## src/sv/u8d_pkg.sv

```systemverilog
// Shared types and constants for the UTF-8 stream decoder.
`default_nettype none

package u8d_pkg;

    // Width of a decoded code point
    localparam int unsigned CP_W = 21;

    // Tag bits of a continuation byte
    localparam logic [1:0] CONT_TAG = 2'b10;

    // Lead byte tags for two, three and four byte sequences
    localparam logic [2:0] LEAD2_TAG = 3'b110;
    localparam logic [3:0] LEAD3_TAG = 4'b1110;
    localparam logic [4:0] LEAD4_TAG = 5'b11110;

    // Input request
    typedef struct packed {
        logic [7:0] byte_in;
        logic       buffer_end;
    } t_in;

    // Result request
    typedef struct packed {
        logic            result_kind;
        logic [CP_W-1:0] code_point;
        logic            run_last;
        logic            stream_done;
        logic            all_valid;
    } t_out;

    // Command from front to back: err_count errors, then an optional tail result
    typedef struct packed {
        logic [1:0]      err_count;
        logic            tail_v;
        logic            tail_err;
        logic [CP_W-1:0] cp;
        logic            done;
    } t_cmd;

    // Queue status seen by both sides
    typedef struct packed {
        logic empty;
        logic full;
    } t_qstat;

endpackage

`default_nettype wire

```

## src/sv/u8d_front.sv

```systemverilog
// Front end: accepts bytes, tracks the pending sequence and issues commands.
`default_nettype none

module u8d_front (
    input  wire logic            i_clk,
    input  wire logic            i_rst_n,
    input  wire logic            i_valid,
    input  wire u8d_pkg::t_in    i_in,
    output logic                 o_stall,
    input  wire u8d_pkg::t_qstat i_qstat,
    output logic                 o_push,
    output u8d_pkg::t_cmd        o_cmd
);

    logic [1:0]               r_needed, n_needed;
    logic [1:0]               r_taken,  n_taken;
    logic [u8d_pkg::CP_W-1:0] r_pv,     n_pv;

    logic                     accept;
    logic                     fresh;
    logic [1:0]               need;
    logic [u8d_pkg::CP_W-1:0] val;
    logic [u8d_pkg::CP_W-1:0] pv_ext;
    logic [1:0]               taken_inc;
    logic [1:0]               needed_dec;
    logic [7:0]               b;
    logic                     e;

    assign o_stall = i_qstat.full;
    assign accept  = i_valid && !i_qstat.full;
    assign b       = i_in.byte_in;
    assign e       = i_in.buffer_end;

    assign pv_ext     = {r_pv[u8d_pkg::CP_W-7:0], b[5:0]};
    assign taken_inc  = r_taken + 2'd1;
    assign needed_dec = r_needed - 2'd1;

    // Classify the byte against the pending sequence
    always_comb begin
        n_needed        = r_needed;
        n_taken         = r_taken;
        n_pv            = r_pv;
        fresh           = 1'b1;
        need            = 2'd0;
        val             = '0;
        o_cmd.err_count = 2'd0;
        o_cmd.tail_v    = 1'b0;
        o_cmd.tail_err  = 1'b0;
        o_cmd.cp        = '0;
        o_cmd.done      = e;

        if (r_needed != 2'd0) begin
            if (b[7:6] == u8d_pkg::CONT_TAG) begin
                fresh = 1'b0;
                if (needed_dec == 2'd0) begin
                    o_cmd.tail_v = 1'b1;
                    o_cmd.cp     = pv_ext;
                    n_needed     = 2'd0;
                    n_taken      = 2'd0;
                    n_pv         = '0;
                end else if (e) begin
                    o_cmd.err_count = taken_inc + 2'd1;
                    n_needed        = 2'd0;
                    n_taken         = 2'd0;
                    n_pv            = '0;
                end else begin
                    n_needed = needed_dec;
                    n_taken  = taken_inc;
                    n_pv     = pv_ext;
                end
            end else begin
                // broken sequence: errors for lead and taken bytes
                o_cmd.err_count = r_taken + 2'd1;
                n_needed        = 2'd0;
                n_taken         = 2'd0;
                n_pv            = '0;
            end
        end

        if (fresh) begin
            if (!b[7]) begin
                o_cmd.tail_v = 1'b1;
                o_cmd.cp     = {{(u8d_pkg::CP_W-8){1'b0}}, b};
            end else if (b[7:5] == u8d_pkg::LEAD2_TAG) begin
                need = 2'd1;
                val  = {{(u8d_pkg::CP_W-5){1'b0}}, b[4:0]};
            end else if (b[7:4] == u8d_pkg::LEAD3_TAG) begin
                need = 2'd2;
                val  = {{(u8d_pkg::CP_W-4){1'b0}}, b[3:0]};
            end else if (b[7:3] == u8d_pkg::LEAD4_TAG) begin
                need = 2'd3;
                val  = {{(u8d_pkg::CP_W-3){1'b0}}, b[2:0]};
            end else begin
                o_cmd.tail_v   = 1'b1;
                o_cmd.tail_err = 1'b1;
            end
            if (need != 2'd0) begin
                if (e) begin
                    o_cmd.tail_v   = 1'b1;
                    o_cmd.tail_err = 1'b1;
                end else begin
                    n_needed = need;
                    n_taken  = 2'd0;
                    n_pv     = val;
                end
            end
        end

        // end of buffer drops any pending sequence
        if (e) begin
            n_needed = 2'd0;
            n_taken  = 2'd0;
            n_pv     = '0;
        end
    end

    assign o_push = accept && ((o_cmd.err_count != 2'd0) || o_cmd.tail_v);

    // Sequence state
    always_ff @(posedge i_clk) begin
        if (!i_rst_n) begin
            r_needed <= 2'd0;
            r_taken  <= 2'd0;
            r_pv     <= '0;
        end else if (accept) begin
            r_needed <= n_needed;
            r_taken  <= n_taken;
            r_pv     <= n_pv;
        end
    end

`ifndef NO_ASSERTIONS
    a_taken_idle: assert property (@(posedge i_clk) disable iff (!i_rst_n)
        (r_needed == 2'd0) |-> (r_taken == 2'd0))
        else $error("taken count set with no pending sequence");
    a_seq_len: assert property (@(posedge i_clk) disable iff (!i_rst_n)
        ({1'b0, r_needed} + {1'b0, r_taken}) <= 3'd3)
        else $error("pending sequence longer than four bytes");
    a_no_push_full: assert property (@(posedge i_clk) disable iff (!i_rst_n)
        o_push |-> !i_qstat.full)
        else $error("push into full queue");
`endif

endmodule

`default_nettype wire

```

## src/sv/u8d_queue.sv

```systemverilog
// Short command queue between the front and back ends.
`default_nettype none

module u8d_queue #(
    parameter int unsigned DEPTH = 4
) (
    input  wire logic          i_clk,
    input  wire logic          i_rst_n,
    input  wire logic          i_push,
    input  wire u8d_pkg::t_cmd i_cmd,
    input  wire logic          i_pop,
    output u8d_pkg::t_cmd      o_head,
    output u8d_pkg::t_qstat    o_stat
);

    localparam int unsigned PW = (DEPTH > 1) ? $clog2(DEPTH) : 1;
    localparam int unsigned CW = $clog2(DEPTH + 1);

    u8d_pkg::t_cmd r_mem [DEPTH];
    logic [PW-1:0] r_wr, r_rd;
    logic [CW-1:0] r_count;

    assign o_stat.empty = (r_count == '0);
    assign o_stat.full  = (r_count == CW'(DEPTH));
    assign o_head       = r_mem[r_rd];

    // Storage
    always_ff @(posedge i_clk) begin
        if (i_push) begin
            r_mem[r_wr] <= i_cmd;
        end
    end

    // Pointers and fill count
    always_ff @(posedge i_clk) begin
        if (!i_rst_n) begin
            r_wr    <= '0;
            r_rd    <= '0;
            r_count <= '0;
        end else begin
            if (i_push) begin
                r_wr <= (r_wr == PW'(DEPTH - 1)) ? '0 : r_wr + PW'(1);
            end
            if (i_pop) begin
                r_rd <= (r_rd == PW'(DEPTH - 1)) ? '0 : r_rd + PW'(1);
            end
            if (i_push && !i_pop) begin
                r_count <= r_count + CW'(1);
            end else if (i_pop && !i_push) begin
                r_count <= r_count - CW'(1);
            end
        end
    end

`ifndef NO_ASSERTIONS
    a_count_max: assert property (@(posedge i_clk) disable iff (!i_rst_n)
        r_count <= CW'(DEPTH))
        else $error("queue count beyond depth");
    a_pop_empty: assert property (@(posedge i_clk) disable iff (!i_rst_n)
        i_pop |-> !o_stat.empty)
        else $error("pop from empty queue");
    a_ptr_match: assert property (@(posedge i_clk) disable iff (!i_rst_n)
        o_stat.empty |-> (r_wr == r_rd))
        else $error("pointers differ on empty queue");
`endif

endmodule

`default_nettype wire

```

## src/sv/u8d_back.sv

```systemverilog
// Back end: expands commands into result requests and tracks the all-valid flag.
`default_nettype none

module u8d_back (
    input  wire logic            i_clk,
    input  wire logic            i_rst_n,
    input  wire u8d_pkg::t_qstat i_qstat,
    input  wire u8d_pkg::t_cmd   i_head,
    output logic                 o_pop,
    output logic                 o_valid,
    output u8d_pkg::t_out        o_out,
    input  wire logic            i_stall
);

    logic          r_valid;
    u8d_pkg::t_out r_out, n_out;
    logic [1:0]    r_idx;
    logic          r_allv;

    logic          adv;
    logic          go;
    logic          err_phase;
    logic          last;

    assign adv = !r_valid || !i_stall;
    assign go  = adv && !i_qstat.empty;

    // Next result of the head command
    always_comb begin
        err_phase         = (r_idx < i_head.err_count);
        last              = err_phase ? ((r_idx == i_head.err_count - 2'd1) && !i_head.tail_v)
                                      : 1'b1;
        n_out.result_kind = err_phase ? 1'b1 : i_head.tail_err;
        n_out.code_point  = n_out.result_kind ? '0 : i_head.cp;
        n_out.run_last    = last;
        n_out.stream_done = i_head.done;
        n_out.all_valid   = n_out.result_kind ? 1'b0 : r_allv;
    end

    assign o_pop   = go && last;
    assign o_valid = r_valid;
    assign o_out   = r_out;

    // Output register, result index and all-valid flag
    always_ff @(posedge i_clk) begin
        if (!i_rst_n) begin
            r_valid <= 1'b0;
            r_idx   <= 2'd0;
            r_allv  <= 1'b1;
        end else if (go) begin
            r_valid <= 1'b1;
            r_out   <= n_out;
            r_idx   <= last ? 2'd0 : r_idx + 2'd1;
            r_allv  <= (last && i_head.done) ? 1'b1 : n_out.all_valid;
        end else if (adv) begin
            r_valid <= 1'b0;
        end
    end

`ifndef NO_ASSERTIONS
    a_idx_range: assert property (@(posedge i_clk) disable iff (!i_rst_n)
        !i_qstat.empty |-> (r_idx <= i_head.err_count))
        else $error("result index past error count");
    a_err_zero: assert property (@(posedge i_clk) disable iff (!i_rst_n)
        (r_valid && r_out.result_kind) |-> (r_out.code_point == '0 && !r_out.all_valid))
        else $error("error result with code point or valid flag");
    a_idx_rest: assert property (@(posedge i_clk) disable iff (!i_rst_n)
        i_qstat.empty |-> (r_idx == 2'd0))
        else $error("result index left set with nothing queued");
`endif

endmodule

`default_nettype wire

```

## src/sv/utf8_stream_decoder.sv

```systemverilog
// Top level of the UTF-8 stream decoder: front end, command queue and back end.
//
//  Channel | Direction | Handshake           | Payload
//  input   | in        | i_valid / o_stall   | i_in  (u8d_pkg::t_in)
//  output  | out       | o_valid / i_stall   | o_out (u8d_pkg::t_out)
//
//  One byte is taken per cycle while the queue has room; results leave at one per cycle
//  unless the receiver stalls. A byte gives up to four results, sent one at a time, so
//  error bursts fill the QUEUE_DEPTH-entry command queue and stall the input briefly.
//  Each command goes through the queue memory, then the back end's output register.
//  Reset is synchronous, active low, and clears sequence state, queue and output valid.
`default_nettype none

module utf8_stream_decoder #(
    parameter int unsigned QUEUE_DEPTH = 4
) (
    input  wire logic         i_clk,
    input  wire logic         i_rst_n,
    input  wire logic         i_valid,
    input  wire u8d_pkg::t_in i_in,
    output logic              o_stall,
    output logic              o_valid,
    output u8d_pkg::t_out     o_out,
    input  wire logic         i_stall
);

    u8d_pkg::t_cmd   push_cmd;
    u8d_pkg::t_cmd   head_cmd;
    u8d_pkg::t_qstat qstat;
    logic            push;
    logic            pop;

    u8d_front u_front (
        .i_clk   (i_clk),
        .i_rst_n (i_rst_n),
        .i_valid (i_valid),
        .i_in    (i_in),
        .o_stall (o_stall),
        .i_qstat (qstat),
        .o_push  (push),
        .o_cmd   (push_cmd)
    );

    u8d_queue #(
        .DEPTH (QUEUE_DEPTH)
    ) u_queue (
        .i_clk   (i_clk),
        .i_rst_n (i_rst_n),
        .i_push  (push),
        .i_cmd   (push_cmd),
        .i_pop   (pop),
        .o_head  (head_cmd),
        .o_stat  (qstat)
    );

    u8d_back u_back (
        .i_clk   (i_clk),
        .i_rst_n (i_rst_n),
        .i_qstat (qstat),
        .i_head  (head_cmd),
        .o_pop   (pop),
        .o_valid (o_valid),
        .o_out   (o_out),
        .i_stall (i_stall)
    );

endmodule

`default_nettype wire

```

## config.mk

```make
export PLATFORM = sky130hd
export DESIGN_NAME = utf8_stream_decoder
export DESIGN_NICKNAME = d
export VERILOG_FILES = /design/src/sv/u8d_pkg.sv /design/src/sv/u8d_front.sv /design/src/sv/u8d_queue.sv /design/src/sv/u8d_back.sv /design/src/sv/utf8_stream_decoder.sv
export SDC_FILE = /design/constraint.sdc
export NUM_CORES = 1
export LEC_CHECK = 0
export ABC_AREA = 1
export BUFFER_PORTS_ARGS = -buffer_cell sky130_fd_sc_hd__clkbuf_2
export CAP_MARGIN = 40
export CORE_ASPECT_RATIO = 0.7
export CORE_MARGIN = 2
export CORE_UTILIZATION = 45
export CTS_CLUSTER_DIAMETER = 30
export CTS_CLUSTER_SIZE = 16
export DETAILED_ROUTE_END_ITERATION = 10
export GPL_TIMING_DRIVEN = 0
export HOLD_SLACK_MARGIN = 0.08
export SYNTH_ARGS = -nofsm -noshare
export SYNTH_HDL_FRONTEND = slang
export SYNTH_SLANG_ARGS = --single-unit
```

## constraint.sdc

```tcl
create_clock -name i_clk -period 3.2 [get_ports i_clk]
set_input_delay 0.48 -clock i_clk [delete_from_list [all_inputs] [get_ports i_clk]]
set_output_delay 0.48 -clock i_clk [all_outputs]
set_load 0.02 [all_outputs]
```

After elaboration in Yosys (flattened, before gate mapping)
Memory sizes are Yosys's and may differ from the RTL's. A register that Yosys moved wholly into a read port is not among the register bits.
Index checks and enable logic that the tools add are counted.
{"block": "word_totals", "ram_bits": 104, "n_memories": 1, "ff_bits": 61, "word_cells": 120}
{"block": "op_classes", "magnitude_cmp": 1, "muxes": 62, "add_sub_neg": 9, "reduce_logical": 25, "eq_ne": 8}
{"memory": "u_queue.r_mem", "words": 4, "width": 26, "read_ports": 1, "rd_ports_with_merged_regs": 1, "wr": 1, "line": "u8d_queue.sv:19", "text": "u8d_pkg::t_cmd r_mem [DEPTH];"}
{"operator": "$mux W21", "count": 12}
{"operator": "$mux W2", "count": 30}
{"operator": "$mux W23", "count": 1}
{"operator": "$mux W1", "count": 14}
{"operator": "$mux W3", "count": 4}
{"operator": "$add A2 B1 Y2 const B", "count": 5}
{"operator": "$reduce_bool A2 Y1", "count": 5}
{"operator": "$logic_and A1 B1 Y1", "count": 8}
{"operator": "$logic_not A1 Y1", "count": 7}
{"operator": "$eq A2 B2 Y1 const B", "count": 3}
{"operator": "$eq A3 B3 Y1 const B", "count": 2}
{"operator": "$eq A5 B5 Y1 const B", "count": 1}
{"operator": "$eq A4 B4 Y1 const B", "count": 1}
{"operator": "$mux W4", "count": 1}
{"operator": "$sub A2 B1 Y2 const B", "count": 2}
{"operator": "$add A3 B1 Y3 const B", "count": 1}
{"operator": "$logic_not A3 Y1", "count": 1}
{"operator": "$sub A3 B1 Y3 const B", "count": 1}
{"operator": "$eq A2 B2 Y1", "count": 1}
{"operator": "$logic_not A2 Y1", "count": 1}
{"operator": "$logic_or A1 B1 Y1", "count": 2}
{"operator": "$lt A2 B2 Y1", "count": 1}
{"operator": "$reduce_and A2 Y1", "count": 1}

Depth between registers and ports, before layout
{"block": "depth", "word_depth": 19, "depth_mapped": 19, "mapped_depth_nobuf": 17}

Modules after synthesis
From an unflattened synthesis, not the netlist that was laid out.
{"block": "hier_totals", "hier_cells": 675, "hier_area_um2": 7081.8}
{"mod": "u8d_queue", "seq_area_each_um2": 3303.2, "area_each_um2": 4325.4, "cells_per_inst": 310, "n_inst": 1}
{"mod": "u8d_front", "seq_area_each_um2": 380.4, "area_each_um2": 1516.5, "cells_per_inst": 252, "n_inst": 1}
{"mod": "u8d_back", "seq_area_each_um2": 830.8, "area_each_um2": 1239.9, "cells_per_inst": 113, "n_inst": 1}

Worst setup path before layout
OpenSTA, ideal clock, no wires.
{"block": "synth_timing", "path_type": "flip-flop to flip-flop", "startpoint": "register u_front.r_needed[0]", "endpoint": "memory u_queue.r_mem[3][0] in the netlist's numbering, enable pin", "required_ps": 2791, "t_arrival_ps": 2414, "path_slack_ps": 378, "stages_incl_launch_ff": 10, "path_cell_list": "dfxtp_1 -> inv_1 -> ha_1 -> inv_1 -> nand3_2 -> o22ai_1 -> nor2_1 -> o21ai_2 -> nand2_2 -> nor2_1"}
{"item": "from (decl)", "line": "u8d_front.sv:15", "text": "logic [1:0] r_needed, n_needed;"}
{"item": "from (signal assigned)", "line": "u8d_front.sv:126", "text": "r_needed <= n_needed;"}
{"item": "to (decl)", "line": "u8d_queue.sv:19"}

==> impl_metrics.env <==
export IMPL_ir_worst_vdd_v=0.000451
export IMPL_start_util=0.461
export IMPL_netlist_area_sq_um=6790
export IMPL_clk_pin_slew_ns=0.06
export IMPL_wl_mm=15.1
export IMPL_clock_skew_final_ns=0.00789
export IMPL_cts_sinks=161
export IMPL_cts_max_level=4
export IMPL_gp_congestion=0.807
export IMPL_crit_required_ns=3.51
export IMPL_setup_viol=0
export IMPL_tritoncts="done"
export IMPL_power_switching_mw=2.01
export IMPL_cts_buffers=17
export IMPL_cp_top_family="adder cells"
export IMPL_clkLatencyLatePin_ns=0.42
export IMPL_antenna_found_initial=0
export IMPL_grt_start_max_net_pins=26
export IMPL_comb_power_share=0.258
export IMPL_hold_class="in2reg"
export IMPL_cp_end_kind="register"
export IMPL_antenna_cells=0
export IMPL_clockRootBuffer="clkbuf_16"
export IMPL_min_delay_start="i_rst_n"
export IMPL_ant_nets=0
export IMPL_fmax_mhz=343
export IMPL_avgSynthCellArea_sq_um=10.7
export IMPL_rrSetupSlack_ns=0.28
export IMPL_layout_drive_gt1_share=0.163
export IMPL_hpwl_mm=9.93
export IMPL_num_rows=37
export IMPL_drt_iter0_drc=385
export IMPL_crit_path_max_fanout=10
export IMPL_vias_per_cell=5.13
export IMPL_hold_path_depth=4
export IMPL_postCtsHoldBufs=0
export IMPL_dp_cells=873
export IMPL_final_cells=905
export IMPL_pwr_share_seq=0.430
export IMPL_synth_seq_area_share=0.665
export IMPL_switching_share=0.322
export IMPL_rsz0062_at_grt="no"
export IMPL_syn_num_nets=659
export IMPL_yosysWarnings=0
export IMPL_wl_per_cell_um=16.7
export IMPL_critPathLaunchType="register"
export IMPL_nets=721
export IMPL_slowest_stage="fa_1"
export IMPL_boundaryPins=40
export IMPL_synth_cell_type_count=34
export IMPL_powerDensity_nw_per_um2=784
export IMPL_grt_pass1_vias=4684
export IMPL_area_delta_synth_final_pct=17.0
export IMPL_gr_total_overflow=0
export IMPL_grt_pass1_wl_mm=24.5
export IMPL_grt_usage=0.206
export IMPL_numPortBuffers=39
export IMPL_clock_path_buffers=2
export IMPL_die_area_sq_um=16100
export IMPL_dieHeight_um=107
export IMPL_period_minus_slack_ns=2.92
export IMPL_worst_slew_pin_slew_ns=0.814
export IMPL_die_w_um=151
export IMPL_holdPathEnd="u_back.r_allv"
export IMPL_fin_setup_tns_ns=0
export IMPL_drc=0
export IMPL_fin_crit_sh=0.912
export IMPL_timing_final_hold_violations=0
export IMPL_r2r_end="u_queue.r_count[2]"
export IMPL_max_stage_delay_ns=0.43
export IMPL_synth_seq_cells=161
export IMPL_status="completed"
export IMPL_r2r_cells=19
export IMPL_crit_type="reg2reg"
export IMPL_maxSlewViolCount=0
export IMPL_path_cells="buf_6 -> inv_4 -> buf_6 -> nand2_1 -> nand2_1 -> nand2_1 -> nand2_1 -> inv_1 -> ha_1 -> a21oi_2 -> a21oi_2 -> inv_1 -> ha_1 -> inv_1 -> fa_1 -> a21oi_1 -> o21ai_0 -> o21ai_0 -> a21oi_1"
export IMPL_postSynthCellCount=635
export IMPL_cp_buffers_inverters=6
export IMPL_max_cap_violations=0
export IMPL_p_int_mw=4.22
export IMPL_max_slew_margin=0.456
export IMPL_arrival_ns=3.23
export IMPL_first_pass_iters=7
export IMPL_clockPowerShare=0.312
export IMPL_core_sq_um=14700
export IMPL_path_common_cell="nand2_1"
export IMPL_cellLeakagePower_nw=2.97
export IMPL_vias=4639
-- power groups by stage --
stage,clock (mW),sequential [mW],combinational (mW)
2_1_floorplan,0,2.87,0.913
3_3_place_gp,0,2.72,1.51
3_5_place_dp,0,2.72,1.60
4_1_cts,1.98,2.68,1.61
5_1_grt,2.06,2.70,1.82
6_report,1.94,2.68,1.60
-- Yosys cell counts --
cell      count  area share
a21oi_1      54       0.040
a21oi_2       1      0.0013
buf_1         3      0.0017
buf_2         9      0.0066
buf_4         4      0.0044
buf_6         2      0.0033
clkbuf_1     10      0.0055
dfxtp_1      32       0.094
edfxtp_1    129        0.57
fa_1          1      0.0029
ha_1         10       0.018
inv_1        61       0.034
inv_2         1     0.00055
inv_4         1     0.00092
nand2_1      65       0.036
nand2_2       8      0.0074
nand3_1      12      0.0088
nand3_2       4      0.0059
nand4_1       1     0.00092
nor2_1      131       0.072
nor2_4        4      0.0066
nor3_1        2      0.0015
nor3_2        1      0.0015
nor4_1        1     0.00092
o211ai_1      1      0.0011
o21ai_0      57       0.042
o21ai_1       1     0.00074
o21ai_2       2      0.0026
o221ai_1      5      0.0065
o22ai_1      18       0.017
o31ai_1       1      0.0011
or2_1         1     0.00092
or2_2         1     0.00092
xnor2_1       1      0.0013
-- cell usage in the layout, fill, tap and decap left out, types with 10 or more instances in the layout --
master / count
clkbuf_2: 39
edfxtp_1: 129
clkbuf_16: 17
o21ai_0: 57
nand3_1: 12
clkbuf_1: 10
o22ai_1: 16
nand2_1: 65
inv_1: 61
ha_1: 10
a21oi_1: 53
dfxtp_1: 32
nor2_1: 126
-- what timing repair did --
item,CTS,global route
endpoints found under the setup margin,0,1
buffers inserted,0,0
resized for setup,0,3
-- per-layer routing --
| layer | track usage | vias to the layer above | routed length [um] |
|---|---|---|---|
| met1 | 0.288 | 2164 | 7090 |
| met5 | 0 | - | 0 |
| li1 | - | 2311 | - |
| met4 | 0.0801 | 0 | 259 |
| met2 | 0.310 | 148 | 7000 |
| met3 | 0.0511 | 16 | 786 |
-- worst reg2reg max path, cell delays in order (launching register included) --
cell,delay [ns]
dfxtp_1,0.30
buf_6,0.14
inv_4,0.08
buf_6,0.14
nand2_1,0.06
nand2_1,0.05
nand2_1,0.04
nand2_1,0.09
inv_1,0.06
ha_1,0.30
a21oi_2,0.22
a21oi_2,0.13
inv_1,0.10
ha_1,0.14
inv_1,0.07
fa_1,0.43
a21oi_1,0.15
o21ai_0,0.12
o21ai_0,0.16
a21oi_1,0.05
-- state kept, by name (all words and copies together), names as in the netlist, 3 cells and up, named ones only --
register         flops
u_back.o_out        25
u_front.r_pv        15
u_queue.r_count      3
u_queue.r_mem      104
-- through the flow --
step           utilization  worst slack (ns)  total power, mW  area (sq um)  hold slack (ns)
6_report             0.539             0.281             6.22          7940            0.322
5_1_grt              0.539            0.0361             6.58          7940            0.337
4_1_cts              0.538             0.155             6.28          7930            0.303
3_5_place_dp         0.500             0.187             4.32          7360            0.454
3_3_place_gp         0.491            -0.865             4.24          7230            0.450
2_1_floorplan            -             0.378             3.78          6790            0.444
-- logic make-up after synthesis --
logic type               synth area share
XOR/XNOR                          0.00129
AND/OR/NAND/NOR                     0.144
buffers and inverters              0.0568
flip-flops                          0.665
adder cells (fa/ha/maj)            0.0214
AO/OA/AOI/OAI                       0.112
-- cell type report --
type / count / area (sq um)
inverter: 63 / 239
fill: 1258 / 6780
tap: 195 / 244
clock buffer: 17 / 425
buffer: 28 / 146
sequential: 161 / 4510
timing repair buffer: 43 / 290
clock inverter: 15 / 140
multi-input combinational: 383 / 1940
-- worst max path at each step --
stage                        start                   end  slack [ns]  cells past startpoint
6_report                  register    u_queue.r_count[2]        0.28                     19
5_1_grt        u_front.r_needed[0]    u_queue.r_count[2]        0.04                     16
4_1_cts                   register    u_queue.r_count[2]        0.16                     19
3_5_place_dp              register    u_queue.r_count[2]        0.19                     19
3_3_place_gp               i_in[8]  u_queue.r_mem[1][14]       -0.87                      8
2_1_floorplan  u_front.r_needed[0]   u_queue.r_mem[3][0]        0.38                      9
(Power assumes the default switching activity.)
